**src/rtl/core/rrs_pkg.sv**
```systemverilog
// ----------------------------------------------------------------------------
// RTP receiver statistics package
// Payload types, divider interface types and constants of the block.
// ----------------------------------------------------------------------------
package rrs_pkg;

  localparam int unsigned   DVD_W        = 96;
  localparam int unsigned   NARROW_BITS  = 4;
  localparam int unsigned   NARROW_STEPS = DVD_W / NARROW_BITS;
  localparam int unsigned   WIDE_STEPS   = 31;
  localparam int unsigned   CNT_W        = 5;
  localparam logic [9:0]    MS_PER_SEC   = 10'd1000;
  localparam logic [22:0]   LOST_MAX     = 23'h7FFFFF;
  localparam logic [31:0]   RATE_RESET   = 32'd90000;
  localparam int unsigned   JITTER_SHIFT = 4;
  localparam logic [7:0]    FRACTION_MAX = 8'd255;

  localparam logic MODE_PACKET = 1'b0;
  localparam logic MODE_REPORT = 1'b1;

  localparam logic STATUS_OK       = 1'b0;
  localparam logic STATUS_MISMATCH = 1'b1;

  typedef struct packed {
    logic        mode;
    logic [15:0] seq_number;
    logic [31:0] media_timestamp;
    logic [31:0] source_id;
    logic [63:0] arrival_ms;
    logic [31:0] report_ssrc;
  } in_item_t;

  typedef struct packed {
    logic        status;
    logic [7:0]  loss_fraction;
    logic [22:0] total_lost;
    logic [31:0] ext_highest_seq;
    logic [31:0] jitter_estimate;
    logic [31:0] report_source;
  } out_item_t;

  typedef struct packed {
    logic             start;
    logic             wide;
    logic [DVD_W-1:0] dividend;
    logic [31:0]      divisor;
  } div_req_t;

  typedef struct packed {
    logic        done;
    logic [31:0] quotient;
  } div_rsp_t;

endpackage

```
**src/rtl/core/rrs_divider.sv**
```systemverilog
// ----------------------------------------------------------------------------
// RTP receiver statistics divider
// Shared restoring divider: four bits a cycle by the fixed milliseconds
// divisor, or one bit a cycle by a 32-bit divisor.
// ----------------------------------------------------------------------------
module rrs_divider (
  input  logic              clk,
  input  logic              rst,
  input  rrs_pkg::div_req_t req,
  output rrs_pkg::div_rsp_t rsp
);

  logic                          busy;
  logic                          done;
  logic                          wide;
  logic [rrs_pkg::CNT_W-1:0]     cnt;
  logic [rrs_pkg::DVD_W-1:0]     dvd;
  logic [31:0]                   rem;
  logic [31:0]                   dsr;
  logic [31:0]                   quo;

  logic [9:0]                    n_rem_next;
  logic [rrs_pkg::NARROW_BITS-1:0] n_q;
  logic [32:0]                   w_r;
  logic [31:0]                   w_rem_next;
  logic                          w_q;

  always_comb begin
    logic [10:0] r;
    logic [9:0]  nr;
    nr  = rem[9:0];
    n_q = '0;
    for (int i = 0; i < int'(rrs_pkg::NARROW_BITS); i++) begin
      r = {nr, dvd[rrs_pkg::DVD_W-1-i]};
      if (r >= {1'b0, rrs_pkg::MS_PER_SEC}) begin
        nr = 10'(r - {1'b0, rrs_pkg::MS_PER_SEC});
        n_q[rrs_pkg::NARROW_BITS-1-i] = 1'b1;
      end else begin
        nr = r[9:0];
      end
    end
    n_rem_next = nr;
  end

  always_comb begin
    w_r = {rem, dvd[rrs_pkg::DVD_W-1]};
    if (w_r >= {1'b0, dsr}) begin
      w_rem_next = 32'(w_r - {1'b0, dsr});
      w_q        = 1'b1;
    end else begin
      w_rem_next = w_r[31:0];
      w_q        = 1'b0;
    end
  end

  always_ff @(posedge clk) begin
    if (rst) begin
      busy <= 1'b0;
      done <= 1'b0;
    end else begin
      if (req.start) begin
        busy <= 1'b1;
        done <= 1'b0;
        wide <= req.wide;
        dvd  <= req.dividend;
        dsr  <= req.divisor;
        rem  <= '0;
        quo  <= '0;
        cnt  <= req.wide ? rrs_pkg::CNT_W'(rrs_pkg::WIDE_STEPS - 1)
                         : rrs_pkg::CNT_W'(rrs_pkg::NARROW_STEPS - 1);
      end else if (busy) begin
        if (wide) begin
          dvd <= {dvd[rrs_pkg::DVD_W-2:0], 1'b0};
          rem <= w_rem_next;
          quo <= {quo[30:0], w_q};
        end else begin
          dvd <= {dvd[rrs_pkg::DVD_W-1-rrs_pkg::NARROW_BITS:0],
                  {rrs_pkg::NARROW_BITS{1'b0}}};
          rem <= {22'b0, n_rem_next};
          quo <= {quo[31-rrs_pkg::NARROW_BITS:0], n_q};
        end
        if (cnt == '0) begin
          busy <= 1'b0;
          done <= 1'b1;
        end else begin
          cnt  <= cnt - 1'b1;
          done <= 1'b0;
        end
      end else begin
        done <= 1'b0;
      end
    end
  end

  assign rsp.done     = done;
  assign rsp.quotient = quo;

endmodule

```
**src/rtl/core/rtp_receiver_statistics.sv**
```systemverilog
// One request at a time: in_ready stays low until the result is registered.
// A first or foreign-source packet goes from S_PKT to S_FIN, where out_valid is raised
// once the output is free. A matching packet runs the shared 32x32 multiply on both
// halves of the arrival time, the divide by 1000 and the jitter update; a report
// computes expected and lost, then a fraction divide that is skipped with no loss.
// Reset clears all statistics and loads 90000.
// ----------------------------------------------------------------------------
// RTP receiver statistics
// Sequencer and state for per-source sequence, loss and jitter tracking.
// ----------------------------------------------------------------------------
module rtp_receiver_statistics (
  input  logic               clk,
  input  logic               rst,
  input  logic               cfg_wr_en,
  input  logic [31:0]        cfg_wr_data,
  input  logic               in_valid,
  output logic               in_ready,
  input  rrs_pkg::in_item_t  in_data,
  output logic               out_valid,
  input  logic               out_ready,
  output rrs_pkg::out_item_t out_data
);

  localparam logic [3:0] S_IDLE   = 4'd0;
  localparam logic [3:0] S_PKT    = 4'd1;
  localparam logic [3:0] S_MUL0   = 4'd2;
  localparam logic [3:0] S_MUL1   = 4'd3;
  localparam logic [3:0] S_MUL2   = 4'd4;
  localparam logic [3:0] S_DSTART = 4'd5;
  localparam logic [3:0] S_DIVT   = 4'd6;
  localparam logic [3:0] S_JIT0   = 4'd7;
  localparam logic [3:0] S_JIT1   = 4'd8;
  localparam logic [3:0] S_RPT0   = 4'd9;
  localparam logic [3:0] S_RPT1   = 4'd10;
  localparam logic [3:0] S_RPT2   = 4'd11;
  localparam logic [3:0] S_DIVF   = 4'd12;
  localparam logic [3:0] S_FIN    = 4'd13;

  logic [3:0]         state;
  logic [31:0]        rate;
  rrs_pkg::in_item_t  item;

  logic               seen_first;
  logic [31:0]        remote_source;
  logic [15:0]        base_sequence;
  logic [15:0]        highest_sequence;
  logic [15:0]        wrap_cycles;
  logic [63:0]        received_count;
  logic [31:0]        jitter_value;
  logic [31:0]        previous_transit;

  logic [63:0]        prod;
  logic [95:0]        acc;
  logic [31:0]        transit;
  logic               jit_en;
  logic signed [33:0] jit_delta;
  logic [31:0]        expected;
  logic [22:0]        lost;
  logic               frac_en;
  logic               res_status;
  logic [7:0]         res_fraction;

  rrs_pkg::div_req_t  div_req;
  rrs_pkg::div_rsp_t  div_rsp;
  rrs_pkg::out_item_t res_item;

  logic [15:0]        ahead;
  logic [31:0]        ext_seq;
  logic [31:0]        diff;
  logic [31:0]        mag;
  logic [31:0]        mul_op;
  logic [63:0]        lost_wide;
  logic [22:0]        lost_clamp;
  logic [33:0]        delta_mag;
  logic [33:0]        jit_step;

  rrs_divider u_div (
    .clk (clk),
    .rst (rst),
    .req (div_req),
    .rsp (div_rsp)
  );

  assign in_ready = (state == S_IDLE);
  assign ahead    = item.seq_number - highest_sequence;
  assign ext_seq  = {wrap_cycles, highest_sequence};
  assign diff     = transit - previous_transit;
  assign mag      = diff[31] ? (32'd0 - diff) : diff;
  assign mul_op   = (state == S_MUL1) ? item.arrival_ms[63:32] : item.arrival_ms[31:0];

  always_comb begin
    lost_wide = ({32'b0, expected} > received_count) ? ({32'b0, expected} - received_count)
                                                      : 64'd0;
    lost_clamp = (lost_wide > {41'b0, rrs_pkg::LOST_MAX}) ? rrs_pkg::LOST_MAX
                                                          : lost_wide[22:0];
  end

  always_comb begin
    delta_mag = 34'(-jit_delta);
    if (jit_delta < 0) begin
      jit_step = 34'(-(delta_mag >> rrs_pkg::JITTER_SHIFT));
    end else begin
      jit_step = 34'(jit_delta >>> rrs_pkg::JITTER_SHIFT);
    end
  end

  always_comb begin
    div_req.start    = (state == S_DSTART) || ((state == S_RPT2) && frac_en);
    div_req.wide     = (state == S_RPT2);
    div_req.dividend = div_req.wide ? {lost, 8'b0, 65'b0} : acc;
    div_req.divisor  = div_req.wide ? expected : {22'b0, rrs_pkg::MS_PER_SEC};
  end

  always_comb begin
    res_item        = '0;
    res_item.status = res_status;
    if (item.mode == rrs_pkg::MODE_REPORT) begin
      res_item.loss_fraction   = res_fraction;
      res_item.total_lost      = lost;
      res_item.ext_highest_seq = ext_seq;
      res_item.jitter_estimate = jitter_value;
      res_item.report_source   = (item.report_ssrc != 32'd0) ? item.report_ssrc
                                                             : remote_source;
    end
  end

  always_ff @(posedge clk) begin
    if (rst) begin
      state            <= S_IDLE;
      rate             <= rrs_pkg::RATE_RESET;
      out_valid        <= 1'b0;
      seen_first       <= 1'b0;
      remote_source    <= '0;
      base_sequence    <= '0;
      highest_sequence <= '0;
      wrap_cycles      <= '0;
      received_count   <= '0;
      jitter_value     <= '0;
      previous_transit <= '0;
    end else begin
      if (cfg_wr_en) begin
        rate <= cfg_wr_data;
      end
      if (out_valid && out_ready && (state != S_FIN)) begin
        out_valid <= 1'b0;
      end
      case (state)
        S_IDLE: begin
          if (in_valid) begin
            item  <= in_data;
            state <= (in_data.mode == rrs_pkg::MODE_REPORT) ? S_RPT0 : S_PKT;
          end
        end
        S_PKT: begin
          if (!seen_first) begin
            res_status       <= rrs_pkg::STATUS_OK;
            seen_first       <= 1'b1;
            remote_source    <= item.source_id;
            base_sequence    <= item.seq_number;
            highest_sequence <= item.seq_number;
            wrap_cycles      <= '0;
            received_count   <= 64'd1;
            jitter_value     <= '0;
            previous_transit <= '0;
            state            <= S_FIN;
          end else if (item.source_id != remote_source) begin
            res_status <= rrs_pkg::STATUS_MISMATCH;
            state      <= S_FIN;
          end else begin
            res_status <= rrs_pkg::STATUS_OK;
            if ((ahead != 16'd0) && !ahead[15]) begin
              if (item.seq_number < highest_sequence) begin
                wrap_cycles <= wrap_cycles + 16'd1;
              end
              highest_sequence <= item.seq_number;
            end
            received_count <= received_count + 64'd1;
            state          <= S_MUL0;
          end
        end
        S_MUL0: begin
          prod  <= mul_op * rate;
          state <= S_MUL1;
        end
        S_MUL1: begin
          acc   <= {32'b0, prod};
          prod  <= mul_op * rate;
          state <= S_MUL2;
        end
        S_MUL2: begin
          acc[95:32] <= acc[95:32] + prod;
          state      <= S_DSTART;
        end
        S_DSTART: begin
          state <= S_DIVT;
        end
        S_DIVT: begin
          if (div_rsp.done) begin
            transit <= div_rsp.quotient - item.media_timestamp;
            state   <= S_JIT0;
          end
        end
        S_JIT0: begin
          jit_en    <= (previous_transit != 32'd0);
          jit_delta <= signed'({2'b0, mag} - {2'b0, jitter_value});
          state     <= S_JIT1;
        end
        S_JIT1: begin
          if (jit_en) begin
            jitter_value <= jitter_value + jit_step[31:0];
          end
          previous_transit <= transit;
          state            <= S_FIN;
        end
        S_RPT0: begin
          res_status <= rrs_pkg::STATUS_OK;
          expected   <= ext_seq - {16'b0, base_sequence} + 32'd1;
          state      <= S_RPT1;
        end
        S_RPT1: begin
          lost    <= lost_clamp;
          frac_en <= (expected != 32'd0) && (lost_clamp != 23'd0);
          state   <= S_RPT2;
        end
        S_RPT2: begin
          if (frac_en) begin
            state <= S_DIVF;
          end else begin
            res_fraction <= '0;
            state        <= S_FIN;
          end
        end
        S_DIVF: begin
          if (div_rsp.done) begin
            res_fraction <= (div_rsp.quotient > {24'b0, rrs_pkg::FRACTION_MAX})
                            ? rrs_pkg::FRACTION_MAX : div_rsp.quotient[7:0];
            state        <= S_FIN;
          end
        end
        S_FIN: begin
          if (!out_valid || out_ready) begin
            out_data  <= res_item;
            out_valid <= 1'b1;
            state     <= S_IDLE;
          end
        end
        default: begin
          state <= S_IDLE;
        end
      endcase
    end
  end

endmodule

```
**config.mk**
```make
export PLATFORM = sky130hd
export DESIGN_NAME = rtp_receiver_statistics
export DESIGN_NICKNAME = d
export VERILOG_FILES = /design/src/rtl/core/rrs_pkg.sv /design/src/rtl/core/rrs_divider.sv /design/src/rtl/core/rtp_receiver_statistics.sv
export SDC_FILE = /design/constraint.sdc
export NUM_CORES = 2
export LEC_CHECK = 0
export CAP_MARGIN = 10
export CORE_ASPECT_RATIO = 1.5
export CORE_MARGIN = 1.5
export CORE_UTILIZATION = 45
export CTS_BUF_LIST = sky130_fd_sc_hd__clkbuf_8 sky130_fd_sc_hd__clkbuf_16
export CTS_CLUSTER_DIAMETER = 50
export CTS_CLUSTER_SIZE = 16
export DETAILED_ROUTE_END_ITERATION = 10
export DONT_BUFFER_PORTS = 1
export GPL_ROUTABILITY_DRIVEN = 0
export SLEW_MARGIN = 20
export SYNTH_ARGS = -nofsm -noshare
export SYNTH_HDL_FRONTEND = slang
export SYNTH_SLANG_ARGS = --single-unit
```
**constraint.sdc**
```tcl
create_clock -name clk -period 28.6 [get_ports clk]
set_clock_uncertainty 0.2 [all_clocks]
set_input_delay 5.72 -clock clk [delete_from_list [all_inputs] [get_ports clk]]
set_output_delay 5.72 -clock clk [all_outputs]
set_load 0.1 [all_outputs]
```
# After elaboration in Yosys (flattened, before gate mapping)
# Cells that the tools add are included.
op_classes:
  addsub: 20
  multipliers: 1
  n_lt_le_gt_ge: 10
  eq_ne: 26
  mux: 65
  bitwise_logic: 3
  reduce_logical: 44
ops:
  columns: ["operator", "count"]
  rows:
  - ["96-bit two-way mux", 4]
  - ["32-bit two-way mux", 11]
  - ["64-bit two-way mux", 3]
  - ["32-bit case mux with 2 select lines", 2]
  - ["64-bit case mux with 2 select lines", 1]
  - ["16-bit two-way mux", 7]
  - ["32-bit nonzero test", 3]
  - ["32-bit subtractor", 3]
  - ["64-bit by 1-bit adder with 64-bit output (second input constant)", 1]
  - ["64-bit adder", 1]
  - ["32-bit by 64-bit greater-than comparator with 1-bit output", 1]
  - ["64-bit by 23-bit greater-than comparator with 1-bit output (second input constant)", 1]
  - ["32-bit by 32-bit multiplier with 64-bit output", 1]
  - ["32-bit by 64-bit subtractor with 64-bit output", 1]
  - ["4-bit case mux with 14 select lines", 1]
  - ["11-bit by 10-bit >= comparator with 1-bit output (second input constant)", 4]
  - ["10-bit two-way mux", 4]
  - ["10-bit subtractor (second input constant)", 4]
  - ["33-bit negator with 34-bit output", 1]
  - ["33-bit by 32-bit >= comparator with 1-bit output", 1]
  - ["33-bit by 1-bit less-than comparator with 1-bit output (second input constant)", 1]
  - ["32-bit by 32-bit subtractor with 33-bit output", 1]
  - ["32-bit by 1-bit adder with 32-bit output (second input constant)", 1]
  - ["32-bit adder", 1]
  - ["37 further kinds", 110]
word_totals:
  reg_bits: 1042
  input_bits: 214
  out_inout_bits: 130
  wordCells: 211

# Logic depth before layout (Yosys ltp)
logic_depth:
  ltp_word: 10
  ltp_mapped: 36
  ltp_nobuf: 33

# Hierarchy
# Synthesis repeated with hierarchy kept, for this count alone.
unflattened:
  cells_unflattened: 9513
  area_unflattened_um2: 92170.9
modules_own_cells:
  columns: ["mod", "n_inst", "cells_each", "area_per_inst_um2", "seq_area_each_um2"]
  rows:
  - ["rtp_receiver_statistics", 1, 8353, 80193.2, 22821.9]
  - ["rrs_divider", 1, 1160, 11977.7, 5985.7]

# Least setup slack after synthesis
# Ideal clock, no wire load.
synth_timing:
  kind: "input -> register"
  start: "input port rst"
  end: "register item[0] (netlist bit) (enable)"
  setup_time_ns: 0.930
  arrival_ns: 18.060
  required_time_ns: 27.470
  slack_ns: 9.410
  cell_stages: 3
  path_buffers: 2
  path_cell_list: "clkbuf_1 clkbuf_1 nor3_1"
synth_between:
  elab_chain_len: 2
synth_rtl:
  columns: ["element", "line", "source"]
  rows:
  - ["start, declared", "rtp_receiver_statistics.sv:13", "input logic rst,"]
  - ["1-bit NOT (no source line)", null, null]
  - ["3-bit AND reduction (no source line)", null, null]
  - ["end signal, assigned", "rtp_receiver_statistics.sv:150", "item <= in_data;"]
  - ["end, declared", "rtp_receiver_statistics.sv:41", "rrs_pkg::in_item_t item;"]
# Every way passes these cells.
# A chain may end at the register's enable or synchronous reset.

# Worst setup path in the final report
layout_timing:
  start: "register state[0]"
  end: "register prod[60] (data pin)"
layout_between:
  elab_chain_len: 3
layout_rtl:
  columns: ["element", "line", "source"]
  rows:
  - ["start, declared", "rtp_receiver_statistics.sv:39", "logic [3:0] state;"]
  - ["start signal, assigned", "rtp_receiver_statistics.sv:151", "state <= (in_data.mode == rrs_pkg::MODE_REPORT) ? S_RPT0 : S_PKT;"]
  - ["4-bit by 2-bit == test with 1-bit output", "rtp_receiver_statistics.sv:89, rtp_receiver_statistics.sv:147", null]
  - ["32-bit two-way mux", "rtp_receiver_statistics.sv:89", "assign mul_op = (state == S_MUL1) ? item.arrival_ms[63:32] : item.arrival_ms[31:0];"]
  - ["32-bit by 32-bit multiplier with 64-bit output", "rtp_receiver_statistics.sv:182, rtp_receiver_statistics.sv:187", null]
  - ["end signal, assigned", "rtp_receiver_statistics.sv:182", "prod <= mul_op * rate;"]
  - ["end signal, assigned", "rtp_receiver_statistics.sv:187", "prod <= mul_op * rate;"]
  - ["end, declared", "rtp_receiver_statistics.sv:52", "logic [63:0] prod;"]
# Every way passes these cells.

==> impl_results.md <==
* Resized Gates After CTS at 0
* Layout cells sized above 1 at 4.17%
* Crit path max-delay cell type: mux2_2
* Routed WL at 258000 µm
* Max_cap viols at 0
* CP max FO at 32
* Synth Instances at 9194
* Fin crit share at 37.4%
* Setup CP Type: flop to flop
* Syn avg cell area at 9.89 µm²
* Fill count at 18.5k
* DR DRC count at 76
* Peak Freq at 93.4 MHz
* Area taken by flip-flops and latches at 28800 µm²
* Max incr delay on CP at 0.85 ns
* Top FF cell, synth: edfxtp_1
* Detailed placement HPWL at 197000 µm
* Gr ovfl total at 0
* FP Rows at 201
* Ports at 344
* # nets final at 10.7k
* Register area share after synthesis at 31.7%
* DR WL/cell at 22.1 µm
* Root buf cell: clkbuf_16
* Syn nets at 10.9k
* Buffer levels on the longest clock path at 3
* Total die area at 205000 µm²
* RSZ-0062 raised after global routing: no
* Port Buf Inserts at 0
* Total number of yosys warnings at 0
* Failing checks: DRC
* Clk sinks at 1042
* H-tree depth at 3
* Total GRT Usage at 25.0%
* #FFs+latches synth at 1042
* CTS buffer count at 103
* Vias in the first global route at 68.5k
* Post-synth EDFFs at 794
* Top post-synthesis cells by area: edfxtp_1, fa_1, ha_1
* Initial Util at 45.4%
* Synth Cell Area at 90900 µm²
* Worst setup EP type: flop
* First-pass GRT wire length at 394000 µm
* Status: finished, violations left
* Vias per Instance at 5.58
* Drt first-iter violations at 3933
* Sum of negative setup slack at 0 ns
* Final-report hold violation count at 0
* Clock-pin slew on the worst setup and hold paths at 0.07 ns
* Final Critical Period at 10.71 ns
* Footprint of the multi-input gates at 56400 µm²
* DIE WIDTH at 370 µm
* Delay-heaviest family, CP: adder cells
* Least-Margin Pin Slew at 1.19 ns
* Final Setup Violations at 0
* Largest net degree at the start of global routing at 189
* ANT nets after route at 0
* Most common cell in the netlist: inv_1
* Worst EP arrival at 10.94 ns
* Cts hold-fix bufs at 0
* Asr flop ratio synth at 0%
* Area grow syn2layout at 6.60%
* Area of the core at 200000 µm²
* Vias at 65.2k
* Most frequent CP cell: fa_1
* Drt pass-1 iters at 9
* Initial antenna violation count at 14
* Worst rel slew slack at 19.9%
* Synth top area share at 26.2%
* CTS tree: done
* Commonest cells post-synth: inv_1, nand2_1, fa_1
* Hold Crit Class: flop to flop
* Worst path required time at 28.83 ns
* Worst path bufs/invs at 4
* Worst setup SP type: flop
* Clk_lat worst skew at 0.73 ns
* Post-synthesis cell type with the largest combined area: edfxtp_1
* Setup Buffers After CTS at 0
* Fin. max-slew vios at 0
* DIE HEIGHT at 554 µm
* Synth cell types at 93
-- cell type report --
cell class	count	share of cell area, %
flip-flops and latches	1042	29.7
clock buffers	109	2.77
well taps	2639	3.41
multi-input cells	6590	58.2
clock inverters	85	0.857
diodes	8	0.0207
inverters	1148	4.45
repair buffers	69	0.594
-- layout by cell type, fill, tap and decap left out, drive strengths merged, types with 34 or more instances in the layout --
cell type and count:
a21oi 475, a22oi 52, nor2 451, fa 905, clkbuf 109, ha 601
nand3 129, nor3 105, xor2 177, nand4 61, and2 755, buf 69
nor4 64, mux2 34, inv 1188, o21bai 41, nand2b 69, or3 58
nand2 927, edfxtp 794, o21ai 283, xnor2 315, o21a 78, o31ai 86
a211oi 38, nor2b 99, mux2i 197, a31oi 52, and3 60, a21o 191
dfxtp 248
-- flip-flops by register name (all words and copies together) (netlist names), 4 cells and up --
name              flops
u_div.dvd            96
state                 4
rate                 32
transit              32
jitter_value         32
expected             32
acc                  96
lost                 23
out_data            128
u_div.rem            32
res_fraction          8
received_count       64
u_div.quo            32
item                177
remote_source        32
wrap_cycles          16
previous_transit     32
highest_sequence     16
prod                 64
u_div.cnt             5
jit_delta            33
base_sequence        16
u_div.dsr            32
-- cell families (layout without fill, tap and decap cells) --
kind of cell | Yosys count | in the layout | share of synthesized area (%)
simple gates | 2873 | 2873 | 15.9
flops | 1042 | 1042 | 31.7
fa+ha+maj | 1506 | 1506 | 28.2
mux | 231 | 231 | 2.59
xor+xnor | 492 | 492 | 4.74
buf+inv | 1562 | 1411 | 6.47
compound gates | 1488 | 1488 | 10.4
other cells | 0 | 8 | 0
-- metal layers --
metal / vias up / wire, µm / GRT usage [%]
met2: 1746 / 136000 / 46.4
met5: - / 43 / 0
met1: 32600 / 94800 / 27.2
li1: 30200 / - / -
met4: 6 / 15900 / 13.7
met3: 612 / 11500 / 3.00
-- worst reg2reg max path: cells and delay by family, from the launching register on --
kind,cells,cell delay (ns)
and+or+nand+nor,7,1.42
muxes,1,0.95
adders and majority gates,9,4.04
buffers and inverters,4,0.66
AOI/OAI and AO/OA,8,2.34
xor gates and xnor gates,1,0.11
DFF,1,0.71
-- per-stage QoR --
stage | worst slack [ns] | area (µm²) | hold WS, ns | util [%] | cells
after floorplan | 9.41 | 90900 | 0.200 | - | 9194
final | 17.89 | 96900 | 0.258 | 48.4 | 11700
after global placement | 18.05 | 93400 | 0.225 | 46.6 | 11500
after global routing | 17.36 | 96900 | 0.273 | 48.3 | 11700
after detailed placement | 17.96 | 93400 | 0.243 | 46.6 | 11500
after CTS | 17.89 | 96900 | 0.258 | 48.3 | 11700
-- worst paths after layout --
check | slack [ns] | cells after the start | start | to
setup reg to reg | 17.89 | 30 | state[0]$_SDFFE_PP0P_ | prod[60]$_DFFE_PP_
hold / removal | 0.26 | 0 | res_status$_SDFFCE_PP0P_ | out_data[127]$_DFFE_PP_
hold reg to reg | 0.26 | 0 | res_status$_SDFFCE_PP0P_ | out_data[127]$_DFFE_PP_
setup / recovery | 17.89 | 30 | state[0]$_SDFFE_PP0P_ | prod[60]$_DFFE_PP_
Power is left out: the tool's default activity adds up to more than one toggle a clock period on the data nets, which glitch-free logic cannot reach.
